**src/design/vconv_ram.sv**
```systemverilog
// vconv_ram: generic single-clock ram, one write port and one registered read port
// standalone, no package dependency
module vconv_ram #(
    parameter int WIDTH = 64,
    parameter int DEPTH = 32
) (
    input  logic                     i_clk,
    input  logic                     i_we,
    input  logic [$clog2(DEPTH)-1:0] i_waddr,
    input  logic [WIDTH-1:0]         i_wdata,
    input  logic                     i_re,
    input  logic [$clog2(DEPTH)-1:0] i_raddr,
    output logic [WIDTH-1:0]         o_rdata
);

    logic [WIDTH-1:0] r_mem [DEPTH];
    logic [WIDTH-1:0] r_rdata;

    always_ff @(posedge i_clk) begin
        if (i_we) begin
            r_mem[i_waddr] <= i_wdata;
        end
        if (i_re) begin
            r_rdata <= r_mem[i_raddr];
        end
    end

    assign o_rdata = r_rdata;

endmodule

```
**config.mk**
```make
export PLATFORM = sky130hd
export DESIGN_NAME = vconv_ram
export DESIGN_NICKNAME = d
export VERILOG_FILES = /design/src/design/vconv_ram.sv
export SDC_FILE = /design/constraint.sdc
export NUM_CORES = 2
export LEC_CHECK = 0
export BUFFER_PORTS_ARGS = -buffer_cell sky130_fd_sc_hd__clkbuf_2
export CAP_MARGIN = 20
export CORE_MARGIN = 2
export CORE_UTILIZATION = 35
export DETAILED_ROUTE_END_ITERATION = 8
export HOLD_SLACK_MARGIN = 0.05
export SKIP_CTS_REPAIR_TIMING = 1
export SYNTH_ARGS = -nofsm -noshare
export SYNTH_HDL_FRONTEND = slang
export SYNTH_SLANG_ARGS = --single-unit
```
**constraint.sdc**
```tcl
create_clock -name i_clk -period 4.5 [get_ports i_clk]
set_clock_uncertainty 0.1 [all_clocks]
set_input_delay 0.675 -clock i_clk [delete_from_list [all_inputs] [get_ports i_clk]]
set_output_delay 0.675 -clock i_clk [all_outputs]
set_load 0.02 [all_outputs]
```
# Yosys cells after proc, flatten, opt, wreduce, memory -nomap -nowiden
# Memory sizes are Yosys's and may differ from the RTL's. A register that Yosys moved wholly into a read port is not among the register bits.
# Cells that the tools add are included.
# classes
mux	2
# ops
op	count
$mux W1	2
# word_totals
ff_bits	0
ramBits	2048
in_bits	77
output_inout_bits	64
wordCells	3
mem_count	1
# memory_table
memory	depth	width	rd	rd_clocked_by_memory_dff	write_ports	line_no	rtl
r_mem	32	64	1	1	1	16	logic [WIDTH-1:0] r_mem [DEPTH];

# Logic depth before layout (Yosys ltp)
# depth
ltp_word	2
mapped_depth	9
mapped_depth_nobuf	4

# Least setup slack after synthesis
# OpenSTA, ideal clock, no wires.
# synth_timing
path_kind	input -> register
start	input i_waddr[1]
end	memory r_mem[12][0], enable pin
setup_time_ps	486
arrival_ps	4011
required_ps	3914
slack_ps	-97
stages	3
path_buffers	1
path_cell_list	or3b_2 clkbuf_1 nor2_1
# synth_lines
item	line_no	rtl
from (decl)	9	input logic [$clog2(DEPTH)-1:0] i_waddr,
to (decl)	16	
# Straight into the memory's write port.

# Worst setup path in the final report
# layout_timing
start	input i_waddr[0]
end	memory r_mem[6][10], enable pin
# Straight into the memory's write port.

==> flow_summary.ini <==
[sta]
fin_crit_sh_pct = 55.6
hold_slack_ps = 350
tightest_slew_ps = 1070
clock.fmax_ghz = 0.400
slew_viol_final = 0
rsz0062_at_grt = false
finalHoldViolCount = 0
relSlewSlack_pct = 28.7
period_minus_slack_ps = 2500
setup_violations = 0
setup_slack_ps = 2000
setup_tns_ps = 0

[yosys]
synthCells = 3097
synth_fp_nets = 3174
synth_cell_types = 30
ys_ff_latch = 2112
synth_seq_area_share_pct = 79.7
yosys_warnings = 0
synth_area_mm2 = 0.0796
avgSynthCellArea_um2 = 25.7

[clocking]
cts_sinks = 2112
cts_made_buffers = 199
cts_tree = done
htree_num_levels = 4
cts-root-buf = clkbuf_16
clock_latency_ps = 830
cts_max_path_buffers = 3
cts.clk_slew.worst_paths_ps = 70

[setup_path]
cp_max_fo = 20
crit_chain = clkbuf_2, nand3b_1, nor2_4, buf_12
cp_data_arrival_time_ps = 2890
cp_top_family = simple AND/OR/NAND/NOR gates
cp.required_ps = 4890
slowest_delay_ps = 1020
crit_path_top_delay_cell = nor2_4
cp-end-kind = register
start_kind = primary input
criticalPathCategory = in2reg
critPathBufInv = 2

[drt]
viasPerCell = 5.40
ant_nets = 0
drc = 0
drt_wl_total_um = 197000
firstDrtPassIters = 8
dr_total_vias = 35600
first_iter_violations = 4142
route.detailed.wl_per_inst_um = 29.9

[grt]
antenna_found_initial = 28
grt-ovfl-total = 0
grt_pass1_wl_um = 277000
grt_use_total_pct = 16.9
grt_pass1_vias = 36200
grt_max_degree = 85

[flow_run]
drv_cap = 0

[pwr]
irDropWorstVdd_v = 0.000365
p_per_area_mw_per_mm2 = 435
leakagePower_nw = 28.1

[die]
core-area_mm2 = 0.227
die_area_mm2 = 0.231
die_w_um = 481
die_h_um = 481
io_pins = 141
start_util_pct = 35.1
num_rows = 175

[layout]
final_cells = 6590
area_growth_pct = 15.2
finalNetCount = 3498
fillers = 19700
post-route-util_pct = 40.4
drive_gt1_share_pct = 34.9

[placed_design]
dp_hpwl_um = 99300
gp_congestion = 0.717
io_buffer_count = 140
place_inst = 6229
pre_cts_ws_ps = 1150

[hold_path]
hp-class = in2reg

[run_status]
status = finished clean
Yosys cell counts, drive strengths merged:
cell type / number / area share, %
inv: 1 / 0.0047
and2: 4 / 0.031
mux2: 74 / 1.0
nor2b: 4 / 0.031
edfxtp: 2112 / 80
a211oi: 3 / 0.028
nand3: 2 / 0.013
o221ai: 3 / 0.033
nand2: 3 / 0.014
or3: 1 / 0.0079
a22oi: 3 / 0.028
mux2i: 38 / 0.48
o2bb2ai: 3 / 0.033
a221oi: 12 / 0.13
o21ai: 9 / 0.057
or3b: 2 / 0.022
clkbuf: 55 / 0.26
o211ai: 3 / 0.028
o22ai: 10 / 0.079
o31a: 3 / 0.033
mux4: 602 / 17
nor2: 41 / 0.19
nand3b: 5 / 0.047
nand2b: 2 / 0.016
a22o: 1 / 0.011
buf: 101 / 0.67
cells in the final DEF (no fill, tap or decap), types with 3 or more instances in the layout:
| cell type | instances |
|---|---|
| mux2i_1 | 38 |
| a22oi_1 | 3 |
| nor2b_1 | 4 |
| mux2_2 | 74 |
| nand2_1 | 3 |
| clkbuf_2 | 134 |
| clkinv_1 | 51 |
| buf_8 | 3 |
| and2_1 | 3 |
| o22ai_1 | 10 |
| clkinvlp_4 | 3 |
| o21ai_0 | 9 |
| a221oi_1 | 12 |
| clkinv_2 | 34 |
| o211ai_1 | 3 |
| edfxtp_1 | 2112 |
| nor2_1 | 9 |
| buf_12 | 76 |
| o31a_1 | 3 |
| clkbuf_1 | 45 |
| clkinv_8 | 5 |
| clkbuf_16 | 204 |
| nand3b_1 | 5 |
| diode_2 | 6 |
| a211oi_1 | 3 |
| buf_4 | 64 |
| o221ai_1 | 3 |
| mux4_2 | 602 |
| nor2_4 | 32 |
| bufinv_16 | 10 |
| o2bb2ai_1 | 3 |
stage by stage:
| stage | cell area, um2 | power, mW |
|---|---|---|
| 2_1_floorplan | 79600 | 23.6 |
| 3_3_place_gp | 85600 | 24.4 |
| 3_5_place_dp | 85600 | 24.5 |
| 4_1_cts | 91700 | 40.3 |
| 5_1_grt | 91700 | 41.2 |
| 6_report | 91700 | 39.9 |
where the power goes:
part | switching (mW) | total, mW | internal, mW
sequential | 0.100 | 22.1 | 22.0
clock | 7.07 | 15.9 | 8.83
combinational | 1.11 | 1.96 | 0.851
kinds of logic (layout without fill, tap and decap cells):
group	count (synthesis)	in the layout	share of synthesized area, %
buffers and inverters	157	635	0.937
and+or+nand+nor	64	64	0.376
muxes	714	714	18.6
DFF	2112	2112	79.7
AOI/OAI and AO/OA	50	50	0.462
other	0	6	0
final timing paths:
check,from,to,slack (ps),cells after the start
setup / recovery,i_waddr[0],r_mem[6][10]$_DFFE_PP_,2000,4
hold / removal,i_wdata[38],r_mem[16][38]$_DFFE_PP_,350,1
setup reg to reg,r_mem[7][44]$_DFFE_PP_,o_rdata[44]$_DFFE_PP_,2470,3
hold reg to reg,r_mem[10][36]$_DFFE_PP_,o_rdata[36]$_DFFE_PP_,780,4
worst reg2reg max path, cell delays in order, from the launching register on:
cell	delay [ps]
edfxtp_1	370
mux4_2	490
mux4_2	500
mux2_2	320
flip-flops by register name, indices dropped and copies added (netlist names):
| register | count |
|---|---|
| o_rdata | 64 |
| r_mem | 2048 |
final cells by class:
class / count / area (um2) / share of cell area [%]
sequential: 2112 / 63400 / 69.2
timing repair buffer: 279 / 2740 / 2.99
clock inverter: 106 / 803 / 0.876
antenna: 6 / 15.0 / 0.0164
clock buffer: 249 / 5270 / 5.75
tap: 3009 / 3760 / 4.11
inverter: 1 / 3.75 / 0.00409
multi-input combinational: 828 / 15700 / 17.1
per-layer routing:
metal  track usage [%]  wire length, um  vias to the layer above
met5                 0              151                        -
met4              4.19             4070                       24
met3              3.34            12800                      287
met2              27.6            97100                     1209
met1              23.4            83000                    19900
li1                  -                -                    14200
Note: power is estimated with default switching activity, not from simulation.
